<file path="src/hw/rtl/rdsc_pkg.sv">
// Package for the radix digit string converter.
// Holds the field widths, status and state codes, the queue word type and
// the digit-to-ASCII function. It depends on nothing.
package rdsc_pkg;

   localparam int WHOLE_W    = 31;
   localparam int FRAC_W     = 32;
   localparam int RADIX_W    = 5;
   localparam int BASE_W     = 4;
   localparam int DIGIT_W    = 4;
   localparam int CHAR_W     = 7;
   localparam int STATUS_W   = 2;

   localparam int WHOLE_DIGITS_MAX_DEF    = 31;
   localparam int FRACTION_DIGITS_MAX_DEF = 10;

   localparam int QUEUE_DEPTH = 2;

   localparam int DIV_BITS  = 8;
   localparam int DIV_STEPS = (WHOLE_W + DIV_BITS - 1) / DIV_BITS;
   localparam int DIV_W     = DIV_STEPS * DIV_BITS;

   localparam logic [RADIX_W-1:0] RADIX_RESET = RADIX_W'(10);
   localparam logic [RADIX_W-1:0] RADIX_MIN   = RADIX_W'(2);
   localparam logic [RADIX_W-1:0] RADIX_LIMIT = RADIX_W'(16);

   localparam logic [FRAC_W-1:0] FRAC_STOP_LEVEL = FRAC_W'(42);

   localparam logic [CHAR_W-1:0] CHAR_COMMA = CHAR_W'(8'h2C);
   localparam logic [CHAR_W-1:0] CHAR_ZERO  = CHAR_W'(8'h30);
   localparam logic [CHAR_W-1:0] CHAR_A     = CHAR_W'(8'h41);
   localparam logic [CHAR_W-1:0] CHAR_NONE  = CHAR_W'(0);

   localparam logic [STATUS_W-1:0] STATUS_OK        = STATUS_W'(0);
   localparam logic [STATUS_W-1:0] STATUS_BASE_LOW  = STATUS_W'(1);
   localparam logic [STATUS_W-1:0] STATUS_BASE_HIGH = STATUS_W'(2);

   typedef struct packed {
      logic [WHOLE_W-1:0]  whole_part;
      logic [FRAC_W-1:0]   fraction_part;
      logic [BASE_W-1:0]   base;
      logic [STATUS_W-1:0] status;
   } job_type;

   typedef enum logic [2:0] {
      ST_IDLE,
      ST_ERROR,
      ST_DIVIDE,
      ST_WAIT,
      ST_WHOLE,
      ST_COMMA,
      ST_FRACTION
   } state_type;

   function automatic logic [CHAR_W-1:0] digit_to_ascii(input logic [DIGIT_W-1:0] d);
      logic [CHAR_W-1:0] c;
      if (d < DIGIT_W'(10)) begin
         c = CHAR_ZERO + CHAR_W'(d);
      end else begin
         c = CHAR_A + CHAR_W'(d) - CHAR_W'(10);
      end
      return c;
   endfunction

endpackage

</file>
<file path="src/hw/rtl/rdsc_ram.sv">
// Generic single-write, single-read RAM with a registered read port.
// Depends on nothing.
module rdsc_ram #(
   parameter int WIDTH = 4,
   parameter int DEPTH = 31
) (
   input  logic                     clock,
   input  logic                     we,
   input  logic [$clog2(DEPTH)-1:0] waddr,
   input  logic [WIDTH-1:0]         wdata,
   input  logic [$clog2(DEPTH)-1:0] raddr,
   output logic [WIDTH-1:0]         rdata
);

   logic [WIDTH-1:0] mem_ff [DEPTH];
   logic [WIDTH-1:0] rdata_ff;

   always_ff @(posedge clock) begin
      if (we) begin
         mem_ff[waddr] <= wdata;
      end
      rdata_ff <= mem_ff[raddr];
   end

   assign rdata = rdata_ff;

endmodule

</file>
<file path="src/hw/rtl/rdsc_front.sv">
// Front end: holds the radix register, accepts request words and tags
// each one with its base and status. Depends on rdsc_pkg.
module rdsc_front (
   input  logic                           clock,
   input  logic                           reset,
   input  logic                           csr_valid,
   output logic                           csr_ready,
   input  logic [rdsc_pkg::RADIX_W-1:0]   csr_radix,
   input  logic                           req_valid,
   output logic                           req_stall,
   input  logic [rdsc_pkg::WHOLE_W-1:0]   req_whole_part,
   input  logic [rdsc_pkg::FRAC_W-1:0]    req_fraction_part,
   input  logic                           queue_full,
   output logic                           push,
   output rdsc_pkg::job_type              push_job
);
   import rdsc_pkg::*;

   logic [RADIX_W-1:0] radix_ff;
   logic [RADIX_W-1:0] radix_in;

   always_comb begin
      radix_in = radix_ff;
      if (csr_valid) begin
         radix_in = csr_radix;
      end
   end

   always_ff @(posedge clock) begin
      if (reset) begin
         radix_ff <= RADIX_RESET;
      end else begin
         radix_ff <= radix_in;
      end
   end

   assign csr_ready = 1'b1;
   assign req_stall = queue_full;
   assign push      = req_valid && !queue_full;

   always_comb begin
      push_job.whole_part    = req_whole_part;
      push_job.fraction_part = req_fraction_part;
      push_job.base          = radix_ff[BASE_W-1:0];
      if (radix_ff < RADIX_MIN) begin
         push_job.status = STATUS_BASE_LOW;
      end else if (radix_ff >= RADIX_LIMIT) begin
         push_job.status = STATUS_BASE_HIGH;
      end else begin
         push_job.status = STATUS_OK;
      end
   end

endmodule

</file>
<file path="src/hw/rtl/rdsc_queue.sv">
// Short queue of tagged jobs between the front end and the back end.
// Depends on rdsc_pkg.
module rdsc_queue (
   input  logic              clock,
   input  logic              reset,
   input  logic              push,
   input  rdsc_pkg::job_type push_job,
   output logic              full,
   input  logic              pop,
   output logic              empty,
   output rdsc_pkg::job_type head
);
   import rdsc_pkg::*;

   localparam int PW = (QUEUE_DEPTH > 1) ? $clog2(QUEUE_DEPTH) : 1;
   localparam int CW = $clog2(QUEUE_DEPTH + 1);

   job_type         entry_ff [QUEUE_DEPTH];
   logic [PW-1:0]   wr_ptr_ff;
   logic [PW-1:0]   wr_ptr_in;
   logic [PW-1:0]   rd_ptr_ff;
   logic [PW-1:0]   rd_ptr_in;
   logic [CW-1:0]   count_ff;
   logic [CW-1:0]   count_in;
   logic            do_push;
   logic            do_pop;

   assign full    = (count_ff == CW'(QUEUE_DEPTH));
   assign empty   = (count_ff == CW'(0));
   assign do_push = push && !full;
   assign do_pop  = pop && !empty;
   assign head    = entry_ff[rd_ptr_ff];

   always_comb begin
      wr_ptr_in = wr_ptr_ff;
      rd_ptr_in = rd_ptr_ff;
      count_in  = count_ff;
      if (do_push) begin
         wr_ptr_in = (wr_ptr_ff == PW'(QUEUE_DEPTH - 1)) ? PW'(0) : wr_ptr_ff + PW'(1);
      end
      if (do_pop) begin
         rd_ptr_in = (rd_ptr_ff == PW'(QUEUE_DEPTH - 1)) ? PW'(0) : rd_ptr_ff + PW'(1);
      end
      if (do_push && !do_pop) begin
         count_in = count_ff + CW'(1);
      end else if (do_pop && !do_push) begin
         count_in = count_ff - CW'(1);
      end
   end

   always_ff @(posedge clock) begin
      if (reset) begin
         wr_ptr_ff <= '0;
         rd_ptr_ff <= '0;
         count_ff  <= '0;
      end else begin
         wr_ptr_ff <= wr_ptr_in;
         rd_ptr_ff <= rd_ptr_in;
         count_ff  <= count_in;
      end
   end

   always_ff @(posedge clock) begin
      if (do_push) begin
         entry_ff[wr_ptr_ff] <= push_job;
      end
   end

endmodule

</file>
<file path="src/hw/rtl/rdsc_back.sv">
// Back end: divides out the whole-part digits into the digit RAM, then emits
// them reversed, the comma and the fraction digits, or one error word for a
// bad base, through the response register. Depends on rdsc_pkg and rdsc_ram.
module rdsc_back #(
   parameter int WHOLE_DIGITS_MAX    = rdsc_pkg::WHOLE_DIGITS_MAX_DEF,
   parameter int FRACTION_DIGITS_MAX = rdsc_pkg::FRACTION_DIGITS_MAX_DEF
) (
   input  logic                          clock,
   input  logic                          reset,
   input  logic                          queue_empty,
   input  rdsc_pkg::job_type             head,
   output logic                          pop,
   output logic                          rsp_valid,
   input  logic                          rsp_stall,
   output logic [rdsc_pkg::CHAR_W-1:0]   rsp_char_code,
   output logic                          rsp_last,
   output logic [rdsc_pkg::STATUS_W-1:0] rsp_status
);
   import rdsc_pkg::*;

   localparam int AW  = $clog2(WHOLE_DIGITS_MAX);
   localparam int CW  = $clog2(WHOLE_DIGITS_MAX + 1);
   localparam int IW  = $clog2(FRACTION_DIGITS_MAX + 1);
   localparam int SW  = (DIV_STEPS > 1) ? $clog2(DIV_STEPS) : 1;
   localparam int PRW = FRAC_W + BASE_W;

   state_type           state_ff;
   state_type           state_in;
   logic [BASE_W-1:0]   base_ff;
   logic [BASE_W-1:0]   base_in;
   logic [STATUS_W-1:0] status_ff;
   logic [STATUS_W-1:0] status_in;
   logic [DIV_W-1:0]    dvd_ff;
   logic [DIV_W-1:0]    dvd_in;
   logic [DIV_W-1:0]    quo_ff;
   logic [DIV_W-1:0]    quo_in;
   logic [DIGIT_W-1:0]  rem_ff;
   logic [DIGIT_W-1:0]  rem_in;
   logic [SW-1:0]       step_ff;
   logic [SW-1:0]       step_in;
   logic [CW-1:0]       count_ff;
   logic [CW-1:0]       count_in;
   logic [AW-1:0]       idx_ff;
   logic [AW-1:0]       idx_in;
   logic [FRAC_W-1:0]   frac_ff;
   logic [FRAC_W-1:0]   frac_in;
   logic [IW-1:0]       iter_ff;
   logic [IW-1:0]       iter_in;

   logic                rsp_valid_ff;
   logic                rsp_valid_in;
   logic [CHAR_W-1:0]   char_ff;
   logic [CHAR_W-1:0]   char_in;
   logic                last_ff;
   logic                last_in;
   logic [STATUS_W-1:0] rstat_ff;
   logic [STATUS_W-1:0] rstat_in;

   logic [DIGIT_W:0]    rem_v;
   logic [DIV_W-1:0]    dvd_v;
   logic [DIV_W-1:0]    quo_v;
   logic [PRW-1:0]      prod;
   logic                frac_done;
   logic                out_free;
   logic                ram_we;
   logic [DIGIT_W-1:0]  ram_rdata;

   rdsc_ram #(
      .WIDTH (DIGIT_W),
      .DEPTH (WHOLE_DIGITS_MAX)
   ) u_digits (
      .clock (clock),
      .we    (ram_we),
      .waddr (count_ff[AW-1:0]),
      .wdata (rem_v[DIGIT_W-1:0]),
      .raddr (idx_ff),
      .rdata (ram_rdata)
   );

   // Restoring division, DIV_BITS quotient bits per cycle.
   always_comb begin
      rem_v = {1'b0, rem_ff};
      dvd_v = dvd_ff;
      quo_v = quo_ff;
      for (int j = 0; j < DIV_BITS; j++) begin
         rem_v = {rem_v[DIGIT_W-1:0], dvd_v[DIV_W-1]};
         dvd_v = {dvd_v[DIV_W-2:0], 1'b0};
         if (rem_v >= {1'b0, base_ff}) begin
            rem_v = rem_v - {1'b0, base_ff};
            quo_v = {quo_v[DIV_W-2:0], 1'b1};
         end else begin
            quo_v = {quo_v[DIV_W-2:0], 1'b0};
         end
      end
   end

   assign prod      = {{BASE_W{1'b0}}, frac_ff} * {{FRAC_W{1'b0}}, base_ff};
   assign frac_done = (prod[FRAC_W-1:0] <= FRAC_STOP_LEVEL)
                      || (iter_ff == IW'(FRACTION_DIGITS_MAX - 1));
   assign out_free  = !rsp_valid_ff || !rsp_stall;

   always_comb begin
      state_in     = state_ff;
      base_in      = base_ff;
      status_in    = status_ff;
      dvd_in       = dvd_ff;
      quo_in       = quo_ff;
      rem_in       = rem_ff;
      step_in      = step_ff;
      count_in     = count_ff;
      idx_in       = idx_ff;
      frac_in      = frac_ff;
      iter_in      = iter_ff;
      rsp_valid_in = rsp_valid_ff && rsp_stall;
      char_in      = char_ff;
      last_in      = last_ff;
      rstat_in     = rstat_ff;
      pop          = 1'b0;
      ram_we       = 1'b0;

      case (state_ff)
         ST_IDLE: begin
            if (!queue_empty) begin
               pop       = 1'b1;
               base_in   = head.base;
               status_in = head.status;
               dvd_in    = {{(DIV_W - WHOLE_W){1'b0}}, head.whole_part};
               rem_in    = '0;
               step_in   = '0;
               count_in  = '0;
               frac_in   = head.fraction_part;
               iter_in   = '0;
               state_in  = (head.status == STATUS_OK) ? ST_DIVIDE : ST_ERROR;
            end
         end
         ST_ERROR: begin
            if (out_free) begin
               rsp_valid_in = 1'b1;
               char_in      = CHAR_NONE;
               last_in      = 1'b1;
               rstat_in     = status_ff;
               state_in     = ST_IDLE;
            end
         end
         ST_DIVIDE: begin
            dvd_in  = dvd_v;
            quo_in  = quo_v;
            rem_in  = rem_v[DIGIT_W-1:0];
            step_in = step_ff + SW'(1);
            if (step_ff == SW'(DIV_STEPS - 1)) begin
               ram_we   = 1'b1;
               count_in = count_ff + CW'(1);
               dvd_in   = quo_v;
               rem_in   = '0;
               step_in  = '0;
               if ((quo_v == '0) || (count_ff == CW'(WHOLE_DIGITS_MAX - 1))) begin
                  idx_in   = count_ff[AW-1:0];
                  state_in = ST_WAIT;
               end
            end
         end
         ST_WAIT: begin
            state_in = ST_WHOLE;
         end
         ST_WHOLE: begin
            if (out_free) begin
               rsp_valid_in = 1'b1;
               char_in      = digit_to_ascii(ram_rdata);
               last_in      = 1'b0;
               rstat_in     = STATUS_OK;
               if (idx_ff == '0) begin
                  state_in = ST_COMMA;
               end else begin
                  idx_in   = idx_ff - AW'(1);
                  state_in = ST_WAIT;
               end
            end
         end
         ST_COMMA: begin
            if (out_free) begin
               rsp_valid_in = 1'b1;
               char_in      = CHAR_COMMA;
               last_in      = 1'b0;
               rstat_in     = STATUS_OK;
               state_in     = ST_FRACTION;
            end
         end
         ST_FRACTION: begin
            if (out_free) begin
               rsp_valid_in = 1'b1;
               char_in      = digit_to_ascii(prod[PRW-1:FRAC_W]);
               last_in      = frac_done;
               rstat_in     = STATUS_OK;
               frac_in      = prod[FRAC_W-1:0];
               iter_in      = iter_ff + IW'(1);
               if (frac_done) begin
                  state_in = ST_IDLE;
               end
            end
         end
         default: begin
            state_in = ST_IDLE;
         end
      endcase
   end

   always_ff @(posedge clock) begin
      if (reset) begin
         state_ff     <= ST_IDLE;
         rsp_valid_ff <= 1'b0;
         count_ff     <= '0;
         iter_ff      <= '0;
         step_ff      <= '0;
         idx_ff       <= '0;
         dvd_ff       <= '0;
         frac_ff      <= '0;
      end else begin
         state_ff     <= state_in;
         rsp_valid_ff <= rsp_valid_in;
         count_ff     <= count_in;
         iter_ff      <= iter_in;
         step_ff      <= step_in;
         idx_ff       <= idx_in;
         dvd_ff       <= dvd_in;
         frac_ff      <= frac_in;
      end
   end

   always_ff @(posedge clock) begin
      base_ff   <= base_in;
      status_ff <= status_in;
      quo_ff    <= quo_in;
      rem_ff    <= rem_in;
      char_ff   <= char_in;
      last_ff   <= last_in;
      rstat_ff  <= rstat_in;
   end

   assign rsp_valid     = rsp_valid_ff;
   assign rsp_char_code = char_ff;
   assign rsp_last      = last_ff;
   assign rsp_status    = rstat_ff;

endmodule

</file>
<file path="src/hw/rtl/radix_digit_string_converter.sv">
// Radix digit string converter, top level. The division unit divides out each
// whole digit (8 quotient bits per cycle) into the digit RAM; each whole digit
// is then read back through the registered RAM read port (state ST_WAIT) before
// it is emitted, followed by the comma and the fraction digits. The back end
// converts one word at a time; the two-entry queue accepts further words meanwhile.
// Reset is synchronous and active high; the radix register returns to 10.
// Depends on rdsc_pkg, rdsc_front, rdsc_queue and rdsc_back.
module radix_digit_string_converter #(
   parameter int WHOLE_DIGITS_MAX    = rdsc_pkg::WHOLE_DIGITS_MAX_DEF,
   parameter int FRACTION_DIGITS_MAX = rdsc_pkg::FRACTION_DIGITS_MAX_DEF
) (
   input  logic                          clock,
   input  logic                          reset,
   input  logic                          csr_valid,
   output logic                          csr_ready,
   input  logic [rdsc_pkg::RADIX_W-1:0]  csr_radix,
   input  logic                          req_valid,
   output logic                          req_stall,
   input  logic [rdsc_pkg::WHOLE_W-1:0]  req_whole_part,
   input  logic [rdsc_pkg::FRAC_W-1:0]   req_fraction_part,
   output logic                          rsp_valid,
   input  logic                          rsp_stall,
   output logic [rdsc_pkg::CHAR_W-1:0]   rsp_char_code,
   output logic                          rsp_last,
   output logic [rdsc_pkg::STATUS_W-1:0] rsp_status
);
   import rdsc_pkg::*;

   job_type push_job;
   job_type head;
   logic    push;
   logic    pop;
   logic    queue_full;
   logic    queue_empty;

   rdsc_front u_front (
      .clock             (clock),
      .reset             (reset),
      .csr_valid         (csr_valid),
      .csr_ready         (csr_ready),
      .csr_radix         (csr_radix),
      .req_valid         (req_valid),
      .req_stall         (req_stall),
      .req_whole_part    (req_whole_part),
      .req_fraction_part (req_fraction_part),
      .queue_full        (queue_full),
      .push              (push),
      .push_job          (push_job)
   );

   rdsc_queue u_queue (
      .clock    (clock),
      .reset    (reset),
      .push     (push),
      .push_job (push_job),
      .full     (queue_full),
      .pop      (pop),
      .empty    (queue_empty),
      .head     (head)
   );

   rdsc_back #(
      .WHOLE_DIGITS_MAX    (WHOLE_DIGITS_MAX),
      .FRACTION_DIGITS_MAX (FRACTION_DIGITS_MAX)
   ) u_back (
      .clock         (clock),
      .reset         (reset),
      .queue_empty   (queue_empty),
      .head          (head),
      .pop           (pop),
      .rsp_valid     (rsp_valid),
      .rsp_stall     (rsp_stall),
      .rsp_char_code (rsp_char_code),
      .rsp_last      (rsp_last),
      .rsp_status    (rsp_status)
   );

endmodule
</file>
<file path="config.mk">
export PLATFORM = sky130hd
export DESIGN_NAME = radix_digit_string_converter
export DESIGN_NICKNAME = d
export VERILOG_FILES = /design/src/hw/rtl/rdsc_pkg.sv /design/src/hw/rtl/rdsc_ram.sv /design/src/hw/rtl/rdsc_front.sv /design/src/hw/rtl/rdsc_queue.sv /design/src/hw/rtl/rdsc_back.sv /design/src/hw/rtl/radix_digit_string_converter.sv
export SDC_FILE = /design/constraint.sdc
export NUM_CORES = 1
export LEC_CHECK = 0
export BUFFER_PORTS_ARGS = -buffer_cell sky130_fd_sc_hd__buf_4
export CORE_MARGIN = 5
export CORE_UTILIZATION = 55
export CTS_CLUSTER_SIZE = 25
export DETAILED_ROUTE_END_ITERATION = 6
export HOLD_SLACK_MARGIN = 0.06
export PLACE_DENSITY = 0.72
export SLEW_MARGIN = 10
export SYNTH_ARGS = -nofsm -noshare
export SYNTH_HDL_FRONTEND = slang
export SYNTH_SLANG_ARGS = --single-unit
export TNS_END_PERCENT = 30
</file>
<file path="constraint.sdc">
create_clock -name clock -period 15.5 [get_ports clock]
set_input_delay 3.1 -clock clock [delete_from_list [all_inputs] [get_ports clock]]
set_output_delay 3.1 -clock clock [all_outputs]
set_load 0.01 [all_outputs]
</file>
==> summary.txt <==
Yosys
  – Main combinational cell family by area after synthesis: compound AO/OA/AOI/OAI gates
  – Mapped cell area: 22000 sq um
  – Top_reg_cell synth: edfxtp_1
  – Top cell type's share of synthesized area: between 40% and 50%
  – Syn. warnings: 0
  – Count of unique library cells instantiated by Yosys: 88
  – Number of flops mapped to enable cells by yosys: around 310
  – Top post-synthesis cells by area: edfxtp_1, dfxtp_1, fa_1
  – XOR/XNOR Fraction of Synth Area: 1.75%
  – Multiplexer share of the synthesized area: 9.25%
  – Async S/R FF share, synth: 0%
  – Synth cell count leaders: edfxtp_1, nand2_1, nor2_1, inv_1, a21oi_1
  – Gate count of the mapped netlist: 1894
  – #FFs+latches synth: just over 400
  – Synth Area in Adders: 11.1%
  – Post-Syn Nets: 2121
  – Synth Area in Compound Gates: 11.8%
  – Sequential area share after synthesis: 50.7%
  – Yosys top cell by area: edfxtp_1
  – Count leader, synth: edfxtp_1
  – Synthesized-area fraction occupied by and/or/nand/nor cells: 11.7%
  – Avg Cell Area, Syn: 11.6 sq um

Routing
  – Number of DRC markers in iteration 0: 1159
  – Vias per cell: 6.02
  – Vias after detailed routing: 15100
  – Initial DRT Pass Iterations: 5
  – DR WL/cell: between 20 and 25 um
  – Post-DRT Antenna Nets: 0
  – Total wire length: just over 50 mm
  – DRC viols: 0

Critical path
  – Data required, critical path: between 15 and 20 ns
  – Crit Path Max Fanout: 8
  – CP arrival: between 10 and 15 ns
  – Critical path class: reg -> reg
  – Slowest cell on the critical path: or4_1
  – Startpoint types: register
  – Critical path's largest stage delay: 0.49 ns
  – Critical path capture point type: register
  – CP most frequent cell: ha_1

Global route
  – Vias in the first global route: ~15000
  – First-pass GRT wire length: 82.1 mm
  – Pin count of the biggest net entering global routing: 70
  – GR Overflow Total: 0
  – GRT Util Overall: 23.0%
  – Initial antenna violation count: 0

STA
  – Least-Margin Pin Slew: 1.07 ns
  – Final hold vios: 0
  – Worst-case clock skew: 0.0208 ns
  – Setup TNS: 0 ns
  – Fin crit share: 93.8%
  – Rel. slew slack: 28.4%
  – Final slew viol count: 0
  – Maximum clock rate: 0.0688 GHz
  – Final Setup Violations: 0
  – Tmin final: 14.54 ns

Die
  – Initial core utilization: 55.5%
  – Die Wd: 210 um
  – Die height: 210 um
  – Row count: between 70 and 80
  – Core area: 39600 sq um
  – Total die area: 44100 sq um
  – IO Pins: 86

Placed design
  – Final HPWL DP: 35.8 mm
  – # port buffers: 84
  – GPL Wtd Cong: 0.945

Worst hold path
  – Hold WC Path Type: reg -> reg

Clock tree
  – Worst-Skew Late Latency: 0.57 ns
  – CTS tree: yes
  – CTS buffer count: 42
  – Clock root cell: clkbuf_16
  – CTS Hold Bufs: 0
  – Clock buffer depth: 3
  – Total clock sinks: 404
  – Htree depth: 2
  – Worst-path clk slew: around 0.060 ns

Layout
  – Final nets: 2177
  – Fillers: 3121
  – Layout area overhead: 11.5%
  – Share of cells above drive strength 1: 14.3%
  – Area of the multi-input gates: 10100 sq um
  – ANT cells: 0
  – Seq. cell area: 11200 sq um

Job
  – Max cap viols: 0

Outcome
  – Status: finished clean
## final timing paths
check | slack, ns | start | endpoint | cells past startpoint
min reg2reg | 0.47 | u_front.radix_ff[0] | u_queue.entry_ff[0][2] | 0
min | 0.47 | u_front.radix_ff[0] | u_queue.entry_ff[0][2] | 0
max reg2reg | 0.96 | u_back.rem_ff[1] | u_back.state_ff[1] | 72
max | 0.96 | u_back.rem_ff[1] | u_back.state_ff[1] | 72
## layer usage
layer / up-vias / global-route usage (%) / wire, um
met1: 7519 / 31.4 / 22100
met2: 465 / 38.0 / 24800
met3: 89 / 3.78 / 2900
li1: 7017 / - / -
met5: - / 0 / 0
met4: 0 / 7.49 / 1560
## stage by stage
step / setup WS (ns) / util, % / cell area, sq um / hold WS [ns] / std cells
2_1_floorplan: 1.38 / - / 22000 / 0.425 / 1894
3_3_place_gp: 0.980 / 58.3 / 23100 / 0.449 / 2428
3_5_place_dp: 0.531 / 58.3 / 23100 / 0.459 / 2428
4_1_cts: 0.428 / 61.7 / 24500 / 0.478 / 2505
5_1_grt: -0.0459 / 61.9 / 24500 / 0.499 / 2508
6_report: 0.964 / 61.9 / 24500 / 0.475 / 2508
## cell families after synthesis
family / count (synthesis)
other: 1
xor gates and xnor gates: 44
adders and majority gates: 154
muxes: 154
DFF: 404
buffers and inverters: 216
and+or+nand+nor: 537
AOI/OAI and AO/OA: 384
## flip-flops by register name, summed over array words and instances, names as in the netlist, 5 cells and up, named ones only
name,flops
u_front.radix_ff,5
u_back.count_ff,5
u_back.quo_ff,24
u_queue.entry_ff,138
u_back.rsp_char_code,7
u_back.frac_ff,32
u_back.dvd_ff,32
u_back.u_digits.mem_ff,124
u_back.idx_ff,5
## layout make-up
class / instances / area share, %
clock buffers: 58 / 4.57
clock inverters: 19 / 0.877
inverters: 122 / 1.90
well taps: 525 / 2.68
multi-input cells: 1274 / 41.3
flip-flops and latches: 404 / 45.5
repair buffers: 106 / 3.24
## worst max-delay path: cells and delay by family, from the launching register on
| kind | cells | cell delay [ns] |
|---|---|---|
| AOI/OAI and AO/OA | 32 | 5.92 |
| muxes | 8 | 2.03 |
| DFF | 1 | 0.42 |
| adders and majority gates | 8 | 2.40 |
| buffers and inverters | 9 | 1.01 |
| and+or+nand+nor | 15 | 2.59 |
## cell usage in the layout (no fill, tap or decap), drive strengths merged, types with 24 or more instances in the layout
cell type	netlist	routed
clkbuf	82	58
inv	121	123
a21oi	112	112
nor3	31	31
xor2	24	24
nand2	188	188
mux4	36	36
edfxtp	306	306
ha	86	86
fa	68	68
dfxtp	98	98
nor2	146	146
and2	43	43
o211ai	24	24
a211oi	76	76
buf	12	106
o21ai	54	54
mux2i	100	100
## timing repair
item / 4_1_cts / 5_1_grt
buffers inserted: 0 / 3
setup endpoints to repair: 0 / 12
gates resized for setup: 0 / 15
Power is not shown: default switching activity piles up to over one toggle a cycle in this logic, so the estimate is an artifact.
